File: src/sv/idmc_div.sv
// idmc_div: bit-serial restoring remainder unit, one dividend bit per cycle
// no dependencies
module idmc_div #(
  parameter int DEND_W = 17,
  parameter int DVS_W  = 11,
  parameter int REM_W  = 10
) (
  input  logic              clk,
  input  logic              rst,
  input  logic              start,
  input  logic [DEND_W-1:0] dividend,
  input  logic [DVS_W-1:0]  divisor,
  output logic              done,
  output logic [REM_W-1:0]  remainder
);

  localparam int CNT_W = $clog2(DEND_W + 1);

  logic              busy;
  logic [CNT_W-1:0]  cnt;
  logic [DEND_W-1:0] shreg;
  logic [DVS_W-1:0]  dvs;
  logic [DVS_W-1:0]  rem;
  logic [DVS_W:0]    trial;
  logic [DVS_W:0]    diff;
  logic [DVS_W-1:0]  rem_next;

  always_comb begin
    trial = {rem, shreg[DEND_W-1]};
    diff = trial - {1'b0, dvs};
    rem_next = (trial >= {1'b0, dvs}) ? diff[DVS_W-1:0] : trial[DVS_W-1:0];
  end

  always_ff @(posedge clk) begin
    if (rst) begin
      busy <= 1'b0;
      done <= 1'b0;
      cnt <= '0;
    end else begin
      done <= 1'b0;
      if (start) begin
        busy <= 1'b1;
        cnt <= CNT_W'(DEND_W);
      end else if (busy) begin
        cnt <= cnt - 1'b1;
        if (cnt == CNT_W'(1)) begin
          busy <= 1'b0;
          done <= 1'b1;
        end
      end
    end
  end

  always_ff @(posedge clk) begin
    if (start) begin
      shreg <= dividend;
      dvs <= divisor;
      rem <= '0;
    end else if (busy) begin
      shreg <= {shreg[DEND_W-2:0], 1'b0};
      rem <= rem_next;
    end
  end

  // remainder is below the divisor, which the cache clamps to at most BUCKETS
  assign remainder = rem[REM_W-1:0];

endmodule

File: config.mk
export PLATFORM = sky130hd
export DESIGN_NAME = idmc_div
export DESIGN_NICKNAME = d
export VERILOG_FILES = /design/src/sv/idmc_div.sv
export SDC_FILE = /design/constraint.sdc
export NUM_CORES = 1
export LEC_CHECK = 0
export BUFFER_PORTS_ARGS = -buffer_cell sky130_fd_sc_hd__clkbuf_2
export CAP_MARGIN = 5
export CORE_ASPECT_RATIO = 1.2
export CORE_MARGIN = 4
export CORE_UTILIZATION = 50
export CTS_CLUSTER_SIZE = 30
export DETAILED_ROUTE_END_ITERATION = 10
export GPL_TIMING_DRIVEN = 0
export PLACE_DENSITY = 0.73
export SYNTH_ARGS = -nofsm -noshare
export SYNTH_HDL_FRONTEND = slang
export SYNTH_SLANG_ARGS = --single-unit
File: constraint.sdc
create_clock -name clk -period 3.5 [get_ports clk]
set_clock_uncertainty 0.15 [all_clocks]
set_input_delay 0.7 -clock clk [delete_from_list [all_inputs] [get_ports clk]]
set_output_delay 0.7 -clock clk [all_outputs]
set_load 0.02 [all_outputs]
==> qor.txt <==
ys async rst share = 0%
cell count after synthesis = 234
Sink Count = 46
core area = 0.00497 mm2
WL per Instance = 15.2 um
hpwl dp = 3780 um
number of port buffers = 41
leakage power = 1.30 nW
I/O pin cnt = 42
DRT antenna net count = 0
number of global-route vias before repair = 1886
largest area contributor in the netlist = edfxtp_1
WS Path Type = flop to flop
status = complete, no violations
placer congestion estimate = 0.910
hold crit path type = flop to flop
max-cap violations = 0
Area Overhead vs Synth = 15.0%
sequential fraction of the synthesis area = 46.2%
# rows = 28
multi-input logic area = 0.00121 mm2
synthesis warning total = 0
Worst-path clk slew = 90 ps
DRT Pass-1 Iters = 4
Iter 0 DRT Violations = 85
later-pin clock latency in the skew report = 300 ps
Initial Utilization = 52.3%
layout cell share with drive strength beyond 1 = 30.4%
commonest register cell after synthesis = edfxtp_1
total gr overflow = 0
DRC = 0
die area = 0.00643 mm2
first-pass GRT wire length = 8810 um
syn_nets = 279
Chip Width = 73.9 um
min Tclk post-route = 2750 ps
layout filler cell count = 445
register area = 0.00120 mm2
commonest non-fill, non-tap cell in the layout = clkbuf_2
Yosys top cell area share = 32.3%
Final WS setup = 749 ps
Die H = 87.0 um
Inserted Clock Buffers = 5
Power Dens Cells = 482 mW/mm2
final core utilization = 60.2%
number of synthesized flops with an enable pin = 28
Fmax achieved = 0.364 GHz
CTS resizes = 0
data arrival time of the worst path = 2800 ps
Worst-Margin Slew = 703 ps
H-tree levels = 2
Setup-failing EPs final = 0
Worst Path Required = 3550 ps
Hold Buf Count CTS = 0
root buffer selected by CTS = clkbuf_8
RSZ-0062 raised after global routing = false
most area-consuming cells after synthesis = edfxtp_1, dfxtp_1, mux2_2, ha_1, buf_4
total power draw = 1.44 mW
CTS tree = built
relative max-transition margin = 53.0%
pre-CTS WS = 776 ps
type of origin of the critical path = flop
Avg Inst Size Synth = 11.1 um2
Final Hold Viols = 0
Slew Limit Fails = 0
Synth cell types = 53
final net count = 327
Crit. End Element = flop
commonest non-fill, non-tap cells in the layout = clkbuf_2, edfxtp_1, inv_1, nor2_1, dfxtp_1
clock tree buffer depth = 2
Final period util = 78.6%
post-CTS setup buffer count = 0
ant diodes = 0
Crit Path Max Fanout = 10
Vias = 1902
GR Util All Layers = 17.9%
Via density = 5.55
synthesized cell area = 0.00260 mm2
Peak VDD IR = 0.287 mV
Fin Setup TNS = 0 ps
largest net degree at the start of global routing = 19
FF+latch count, synth = 46
initial antenna violation count = 0
final WL = 5220 um
-- critical path, cell delays in order, from the launching register on --
cell and delay, ps:
edfxtp_1 350, inv_1 50, ha_1 210, fa_1 410
nand2b_1 200, a21oi_4 210, o2111ai_2 340, nand2_4 190
buf_8 160, o21ai_1 80, a311oi_1 300
-- state kept, by name, indices dropped and copies added (netlist names) --
name and flops:
shreg 17, dvs 11, rem 11, cnt 5
busy 1, done 1
-- per-stage QoR --
stage	hold WS [ps]	instance area, um2	std cells
2_1_floorplan	313	2600	234
3_3_place_gp	353	2880	335
3_5_place_dp	361	2880	335
4_1_cts	373	2990	343
5_1_grt	405	2990	343
6_report	372	2990	343
-- Yosys cell counts, drive strengths merged (4+ instances only) --
library cell,number
dfxtp,18
clkbuf,4
xnor2,6
nand3,7
a21oi,9
a311oi,5
nand2,12
buf,15
edfxtp,28
inv,19
ha,13
mux2,17
a21o,5
mux2i,6
nor3,5
nor2,19
a211oi,7
-- routing by layer --
layer  GRT usage [%]  vias up  part of all wire, %
met5               0        -                    0
met4            6.26        0                  1.7
met3            3.93        9                  5.2
met2            30.2       52                   50
met1            22.3      894                   43
li1                -      947                    -
-- path summary, 6_finish.rpt --
check	start	end	slack (ps)	depth (start not counted)
worst min register to register	rem[0]	rem[0]	370	2
worst max-delay path	shreg[16]	rem[9]	750	10
worst min-delay path	rem[0]	rem[0]	370	2
worst max register to register	shreg[16]	rem[9]	750	10
-- cell families after synthesis --
group	after synthesis	synth area share, %
xor gates and xnor gates	9	3.03
AOI/OAI and AO/OA	43	13.7
buffers and inverters	38	7.40
DFF	46	46.2
and+or+nand+nor	61	12.9
adders and majority gates	14	7.02
muxes	23	9.81
-- power breakdown --
part	switching (mW)	total, mW	internal [mW]
sequential	0.0277	0.658	0.631
combinational	0.209	0.386	0.177
clock	0.186	0.399	0.213
-- cell type report --
cell class	instances	area share [%]
Buffer	19	4.06
Clock buffer	6	2.42
Clock inverter	2	1.25
Inverter	19	2.38
Multi-Input combinational cell	150	40.4
Sequential cell	46	40.1
Tap cell	60	2.51
Timing Repair Buffer	41	6.86
(Power assumes the default switching activity.)
