## src/sv/idmc_ram.sv

```systemverilog
// idmc_ram: generic single-write, single-read ram with registered read data
// no dependencies
module idmc_ram #(
  parameter int WIDTH = 8,
  parameter int DEPTH = 16,
  parameter int AW = (DEPTH > 1) ? $clog2(DEPTH) : 1
) (
  input  logic             clk,
  input  logic             we,
  input  logic [AW-1:0]    waddr,
  input  logic [WIDTH-1:0] wdata,
  input  logic [AW-1:0]    raddr,
  output logic [WIDTH-1:0] rdata
);

  logic [WIDTH-1:0] mem [DEPTH];

  always_ff @(posedge clk) begin
    if (we) begin
      mem[waddr] <= wdata;
    end
    rdata <= mem[raddr];
  end

endmodule

```

## config.mk

```make
export PLATFORM = sky130hd
export DESIGN_NAME = idmc_ram
export DESIGN_NICKNAME = d
export VERILOG_FILES = /design/src/sv/idmc_ram.sv
export SDC_FILE = /design/constraint.sdc
export NUM_CORES = 1
export LEC_CHECK = 0
export BUFFER_PORTS_ARGS = -buffer_cell sky130_fd_sc_hd__buf_4
export CORE_MARGIN = 2
export CORE_UTILIZATION = 25
export CTS_BUF_LIST = sky130_fd_sc_hd__clkbuf_8
export DETAILED_ROUTE_END_ITERATION = 10
export PLACE_DENSITY = 0.42
export SYNTH_ARGS = -nofsm -noshare
export SYNTH_HDL_FRONTEND = slang
export SYNTH_SLANG_ARGS = --single-unit
export TNS_END_PERCENT = 30
```

## constraint.sdc

```tcl
create_clock -name clk -period 3.4 [get_ports clk]
set_clock_uncertainty 0.05 [all_clocks]
set_input_delay 0.34 -clock clk [delete_from_list [all_inputs] [get_ports clk]]
set_output_delay 0.34 -clock clk [all_outputs]
set_load 0.03 [all_outputs]
```

==> results of run 1 <==
-- cells by family after synthesis --
group           after synthesis
mux                          32
simple gates                 35
buf+inv                      10
compound gates               16
flops                       136
-- worst register-to-register path, cell delays in order (launching register included) --
cell and delay, ns:
edfxtp_1 0.37, mux4_2 0.46, a22oi_1 0.31, nand2_1 0.10
-- layer usage --
metal / global-route usage (%) / routed length [microns] / up-vias
li1: - / - / 1067
met1: 16.15 / 5866 / 1310
met2: 16.24 / 5087 / 52
met3: 3.210 / 418 / 6
met4: 3.173 / 99 / 0
met5: 0 / 0 / -
-- flip-flops by register name, summed over array words and instances (netlist names) --
register,cells
rdata,8
mem,128
-- power by group through the flow --
stage,clock (mW),combinational [mW],sequential (mW)
after floorplan,0,0.0951,1.94
after global placement,0,0.212,1.92
after detailed placement,0,0.213,1.92
after CTS,1.65,0.213,1.88
after global routing,1.72,0.224,1.89
final,1.62,0.207,1.88
-- cells in the mapped netlist --
library cell	count	share of area, %
buf_6	3	0.66
mux4_2	18	7.9
nand3_1	1	0.097
dfxtp_1	8	3.1
clkdlybuf4s25_2	3	0.58
buf_4	1	0.15
nand2b_1	2	0.24
nor2_1	13	0.95
and2_1	1	0.12
buf_2	3	0.29
nand2_1	9	0.66
or3b_2	1	0.17
nor3_1	4	0.39
nor2b_1	1	0.12
mux4_1	14	7.1
nand3b_1	2	0.29
and2b_1	1	0.15
edfxtp_1	128	75
a22oi_1	16	2.3
-- layout make-up --
class / count / area (sq um) / share of cell area [%]
Multi-Input combinational cell: 83 / 1057 / 17.10
Timing Repair Buffer: 39 / 292.8 / 4.736
Clock buffer: 17 / 234.0 / 3.785
Sequential cell: 136 / 4004 / 64.76
Clock inverter: 15 / 256.5 / 4.149
Tap cell: 270 / 337.8 / 5.464
-- worst max-delay path by stage --
stage                endpoint  startpoint  cells after the start  slack (ns)
finish              mem[3][1]    waddr[2]                      3        1.65
global route        mem[1][1]    waddr[2]                      3        1.55
CTS                 mem[2][2]    waddr[2]                      3        1.60
detailed placement  mem[2][2]    waddr[2]                      3        1.11
global placement    mem[3][1]    waddr[2]                      3        1.12
floorplan           mem[0][0]    waddr[2]                      2        1.52
==> summary by stage, run 1 <==
Worst setup path
The worst setup path is of the in2reg kind. The worst register-to-register path ends at rdata[4]. Walking the worst path, the cells encountered are buf_4, or3b_2, nor2_1. The highest fanout seen on the critical path is 8. For the worst setup path, the data required time is 3.40 ns.

The reg2reg setup slack is ~2.0 ns. The biggest cell delay along the critical path is ~0.78 ns. The startpoint of the most critical register-to-register path is mem[3][4].

The slowest stage cell on the critical path is nor2_1. The worst setup path is captured at a flop. Counting both buffers and inverters, the worst setup path holds a total of 1. The worst-case reg-to-reg path depth is 3. The arrival time of the worst setup path is approximately 1.8 ns. The kind of start point of the critical path is a primary input. The cell family contributing the most delay on the critical path is simple AND/OR/NAND/NOR gates.

Routing
The starting DRC count in detailed routing is 309. The number of vias in the routed layout is 2435. The final layout contains routed wiring with a total length of around 11000 microns. For this run, design rule violations remaining after detail routing come to 0. For this run, the detailed router's first-pass iteration total came to 4. Dividing the detail-routed via count by the number of cells gives 4.348.

Once detail routing completed, the nets flagged for antenna violations numbered 0. The average wire length per cell after detail routing is 20.48 microns.

Yosys
The share of the yosys chip area belonging to registers is 77.78%. The synthesized netlist occupies a cell area of 5147 sq um. The count of mapped cells out of synthesis is 229.

The number of nets handed over by synthesis was 247. The fraction of the mapped netlist area in adder cells is 0%. The mux contribution to synthesized area is 15.02%. Yosys printed 0 warnings. Of the total synthesized cell area, the portion taken by AND, OR, NAND and NOR gates is 3.184%. The synthesized netlist devotes 0% of its cell area to XOR and XNOR gates. Each instance of the synthesized netlist takes up on average 22.48 sq um. The largest family of logic cells by synthesized area is multiplexers. The synthesized netlist devotes 2.333% of its cell area to compound gates. The synthesized netlist contains 19 unique library cells. The register bit count reported by yosys is 136.

Finish
The fill cell instance count of the final layout is between 1500 and 2000. The final net count is 295. The layout cell share with drive strength beyond 1 is 30.34%.

In the layout the commonest cells are 128 x edfxtp_1, 39 x buf_4, 18 x mux4_2. The final core utilization is ~31%. The library cell used most frequently in the layout, excluding fill and tap cells, is edfxtp_1. The antenna cell count is 0. The non-filler instance count after layout is 560.

From synthesis to final layout, the design area changed by 20.10%. The post-route cell area is roughly 6000 sq um.

Floorplanning
The area of the die is 21750 sq um. In this run the vertical extent of the chip is 147.5 microns. The horizontal die dimension is approximately 150 microns. Pin placement for this block handled 26 I/O pins. The cell row count is 52.

Once the floorplan was initialized, standard cells occupied 25.44% of the core. The floorplan core area is around 20000 sq um.

Pwr
The sequential cell fraction of total power is 50.8%. For this design the static power due to leakage is a little over 2 nW. Per report_power, the combinational group accounts for 5.6% of the total. VDD sags by at most ~0.00022 V. The internal power of the cells totals around 3 mW. The reported net switching power is 0.7386 mW. For this design the ratio of total power to cell area is between 500 and 600 nW/um^2. Power comes to 3.705 mW. Net switching is 19.93% of the power. In this run, the clock network consumes about 44% of the power.

Placement
The pre-CTS worst setup slack is ~1.1 ns. The count of placed standard cells including taps is 528. Once detailed placement completed, the half-perimeter wirelength came to 7253 microns. Buffers placed on the I/O ports in this run total 25. Summing all placed instances gives a cell area of about 5700 sq um. The congestion estimate from routability-driven global placement came to 0.6909.

STA
The post-route worst setup slack is around 1.7 ns. The final critical path time including I/O delays and setup is 1.748 ns. The share of the cycle needed by the critical path after routing is around 51%. For the pin with the worst max-slew slack, the measured transition is 1.011 ns. The total setup violations reported at the end of the flow is 0. The number of hold-slack violations in the final timing report is 0. Derived from the worst setup path, the maximum achievable clock frequency is ~570 MHz. The post-route setup TNS is 0 ns. The worst pin sits at a relative slew slack of between 30% and 40%. The final hold slack is 0.1619 ns. The count of final max-slew check failures is 0. Setup repair after global routing left no endpoint under its margin.

Global route
The global-route wire length before repair is approximately 17000 microns. The number of global-route vias before repair is between 2000 and 3000. The largest net degree at the start of global routing is 33.

For this run, the total global-route usage over all layers was measured as between 10% and 20%. The global-route congestion overflow total is 0. The initial antenna violation count is 0.

Clock network
The cell at the root of the clock tree is clkbuf_8. In this run, CTS created clock tree buffers numbering 17. Once the clock tree was built, the setup fixing pass inserted 0 buffers. The number of gates resized after CTS was 0. The clock slew at the register clock pins of the worst setup and hold paths is around 0.080 ns. The maximum clock path buffer count is 2.

The TritonCTS clock tree is built. The clock latency of the later-clocked register in the worst-skew pair is 0.43 ns. Hold repair after CTS inserted 0 buffers. The number of sinks on the clock net is 136. The total number of H-tree levels is 4.

Hold path
The worst hold path belongs to the class in2reg. The capture endpoint of the worst hold path is mem[12][6]. The beginning of the worst hold path is wdata[6]. The cell count of the worst hold path is 1.

Run status
The run finished with clean final reports.

Job
The number of max-capacitance violations reported is 0.
Note: power is estimated with default switching activity, not from simulation.
==> inputs of run 2 (changes only) <==
--- a/config.mk
+++ b/config.mk
@@ -10,7 +10,7 @@
 export CORE_UTILIZATION = 25
 export CTS_BUF_LIST = sky130_fd_sc_hd__clkbuf_8
 export DETAILED_ROUTE_END_ITERATION = 10
-export PLACE_DENSITY = 0.42
+export PLACE_DENSITY = 0.44
 export SYNTH_ARGS = -nofsm -noshare
 export SYNTH_HDL_FRONTEND = slang
 export SYNTH_SLANG_ARGS = --single-unit
==> constraint.sdc (replaced) <==
create_clock -name clk -period 1.4 [get_ports clk]
set_clock_uncertainty 0.05 [all_clocks]
set_input_delay 0.14 -clock clk [delete_from_list [all_inputs] [get_ports clk]]
set_output_delay 0.14 -clock clk [all_outputs]
set_load 0.03 [all_outputs]
==> run 2 against run 1 <==
Critical path depth is 1 higher. Flip-flop and latch count stayed put. Die area stayed put. Power is 110% higher. Clock power is 68% higher. First-iteration DRC count is 46% lower. Setup slack worse by 1.6 ns. Highest routed layer unchanged.
==> summary by stage, run 2 (synthesized netlist as in run 1, its figures left out) <==
Worst setup path
STA classifies the critical path endpoint as a flop. For the worst setup path, the data arrival time is about 1.7 ns. The critical path start-end classification is reg2reg. The kind of start point of the critical path is a flop. The worst register-to-register path begins at mem[2][2].

The reg2reg setup slack is between 0.015 and 0.02 ns. The launch point of the critical path is mem[2][2]. The critical path goes through mux4_2, a22oi_2, buf_4, nand2_2. The slowest stage cell on the critical path is mux4_2.

For this run, the slowest stage of the critical path takes 0.48 ns. The worst-case reg-to-reg path depth is 4. The end of the worst register-to-register path is rdata[2]. The required time of the critical path is 1.68 ns. The highest fanout seen on the critical path is 1.

Global route
The initial antenna violation count came to 0. In the global route stage, overall resource usage came out at a little under an eighth. The number of global-route vias before repair is 2713. The global-route congestion overflow total is 0. Entering global routing, the biggest net connects 17 pins. The global-route wire length before repair is approximately 17000 microns.

Routing
In the final routed layout, each cell accounts on average for 19.27 microns. The first routing iteration left ~170 violations. The number of iterations in the first detailed-routing pass is 4.

The final route contains 2568 vias. The routed wire length is 11470 microns. After detailed routing, the number of remaining DRC violations is 0. The count of antenna-violating nets left after detailed routing is 0. Dividing the detail-routed via count by the number of cells gives approximately 4.3.

Clock network
The TritonCTS clock tree is built. The number of sinks on the clock net is ~140. At the later pin of the worst-skew pair, clock insertion delay measures about 0.45 ns.

The total number of H-tree levels is 4. The TritonCTS buffer count is 17. The cell at the root of the clock tree is clkbuf_8. After clock tree synthesis, the clock-pin slew on the worst setup and hold paths is approximately 0.07 ns. No sink is reached through more buffers than the 2 on the longest clock path. Buffers added to address setup during post-CTS repair amount to 0.

Finish
The final net count is 330. The register ranked first by flip-flop count is mem. The leading cell type in the layout, fill and taps excluded is edfxtp_1. The largest registers in the layout are mem (128), rdata (8). The number of flip-flops under the largest register name is 128.

The top cell types in the final layout, fill and taps aside, are 128 x edfxtp_1, 62 x buf_4, 22 x mux4_2. After filler insertion, the fill cell instance count of the layout stands at just under 2000. The repair_antennas step left the layout with diodes totalling 0. The area growth from synthesis to final layout is 23.77%. The finished cells cover 6371 sq um.

Cells with a size suffix above 1 make up 37.85% of the layout.

Placement
The count of input and output buffers is 25. The area after detailed placement is 5949 sq um. After legalization and detailed placement, the total HPWL measured about 7600 microns. Routability-driven placement finished with a final weighted congestion of roughly 0.77.

Pwr
Net switching is between 20 and 25% of the power. The power per cell area is roughly 1200 nW/um^2. Across the VDD grid, the largest voltage drop is 0.0006018 V.

Combinational logic is responsible for 7.5% of the overall power. The design draws 7.886 mW. The leakage dissipation is 2.143 nW. The fraction of power consumed by the clock network is 34.5%. Internal power comes to 6.086 mW. Summed over all nets, the switching power comes to 1.800 mW. Of the total power, registers draw 58.0%.

STA
The count of final max-slew check failures is 0. Setup repair after global routing could not meet its margin everywhere. The number of hold-slack violations in the final timing report is 0. Of the available clock period, the critical path in the final layout requires a little over nine tenths. The worst slew slack as a fraction of its limit is 50.40%. The peak clock frequency supported by timing is a little over 700 MHz.

Setup violations remaining at the end of the flow were counted as 0. The worst path in the final design needs a cycle of 1.384 ns, including I/O delays and setup. The transition time of the tightest slew-check pin is 0.7424 ns.

Run status
The run finished with clean final reports.

Floorplanning
The floorplan core area is 20230 sq um. The cell row count is 52. The number of placed I/O pins is 26. From left edge to right edge, the die measures 147.5 microns. In this run the vertical extent of the chip is 147.5 microns. The area of the die is 21750 sq um. The initial core utilization is 25.44%.

Job
Across the run, the number of max-cap violations was 0.

Hold path
The path class of the tightest hold or removal check is in2reg. Counting instances, the worst hold path has a depth of 3. The capture endpoint of the worst hold path is mem[0][3]. The startpoint identified for the worst hold timing path is waddr[0].
## run 2: power by group through the flow
stage	logic, mW	clock network [mW]	registers [mW]
3_5_place_dp	0.571	0	4.67
5_1_grt	0.634	3.00	4.58
4_1_cts	0.603	2.82	4.58
2_1_floorplan	0.231	0	4.71
3_3_place_gp	0.567	0	4.67
6_report	0.588	2.72	4.58
## run 2: per-layer routing
metal	global-route usage, %	part of all wire, %
met1	15.26	48
met2	17.03	46
met3	3.426	4.0
met4	4.615	1.4
met5	0	0
## run 2: cell type report
| class | instances | area (sq um) | share of cell area, % |
|---|---|---|---|
| tap | 270 | 337.8 | 5.302 |
| multi-input combinational | 83 | 1075 | 16.87 |
| clock inverter | 13 | 67.56 | 1.060 |
| sequential | 136 | 4004 | 62.84 |
| timing repair buffer | 74 | 625.6 | 9.819 |
| clock buffer | 19 | 261.5 | 4.104 |
## run 2: metrics by stage
| stage | util, % | hold slack, ns | std cells | setup TNS [ns] | setup slack (ns) |
|---|---|---|---|---|---|
| after floorplan | - | 0.1889 | 229 | -1.663 | -0.05615 |
| after global placement | 29.40 | 0.4039 | 555 | -5.961 | -0.2661 |
| after detailed placement | 29.40 | 0.4128 | 555 | -5.698 | -0.2733 |
| after CTS | 31.52 | 0.1118 | 595 | 0 | 0.003464 |
| after global routing | 31.49 | 0.1185 | 595 | -0.06973 | -0.02455 |
| final | 31.49 | 0.1455 | 595 | 0 | 0.01572 |
## run 2: worst max-delay path: cells and delay by family (launching register included)
family	cells	cell delay, ns
muxes	1	0.48
DFF	1	0.37
AOI/OAI and AO/OA	1	0.17
buffers and inverters	1	0.14
and+or+nand+nor	1	0.05
## run 2: repair_timing
action | 4_1_cts | 5_1_grt
endpoints found under the hold margin | 128 | 0
gates resized for setup | 8 | 2
endpoints found under the setup margin | 5 | 7
pin swaps | 1 | 2
hold buffers | 8 | 0
## run 2: worst max path at each step
stage                     end  slack, ns
global placement     rdata[1]      -0.27
floorplan           mem[3][0]      -0.06
detailed placement   rdata[1]      -0.27
CTS                  rdata[2]      0.003
global route         rdata[2]      -0.02
finish               rdata[2]       0.02
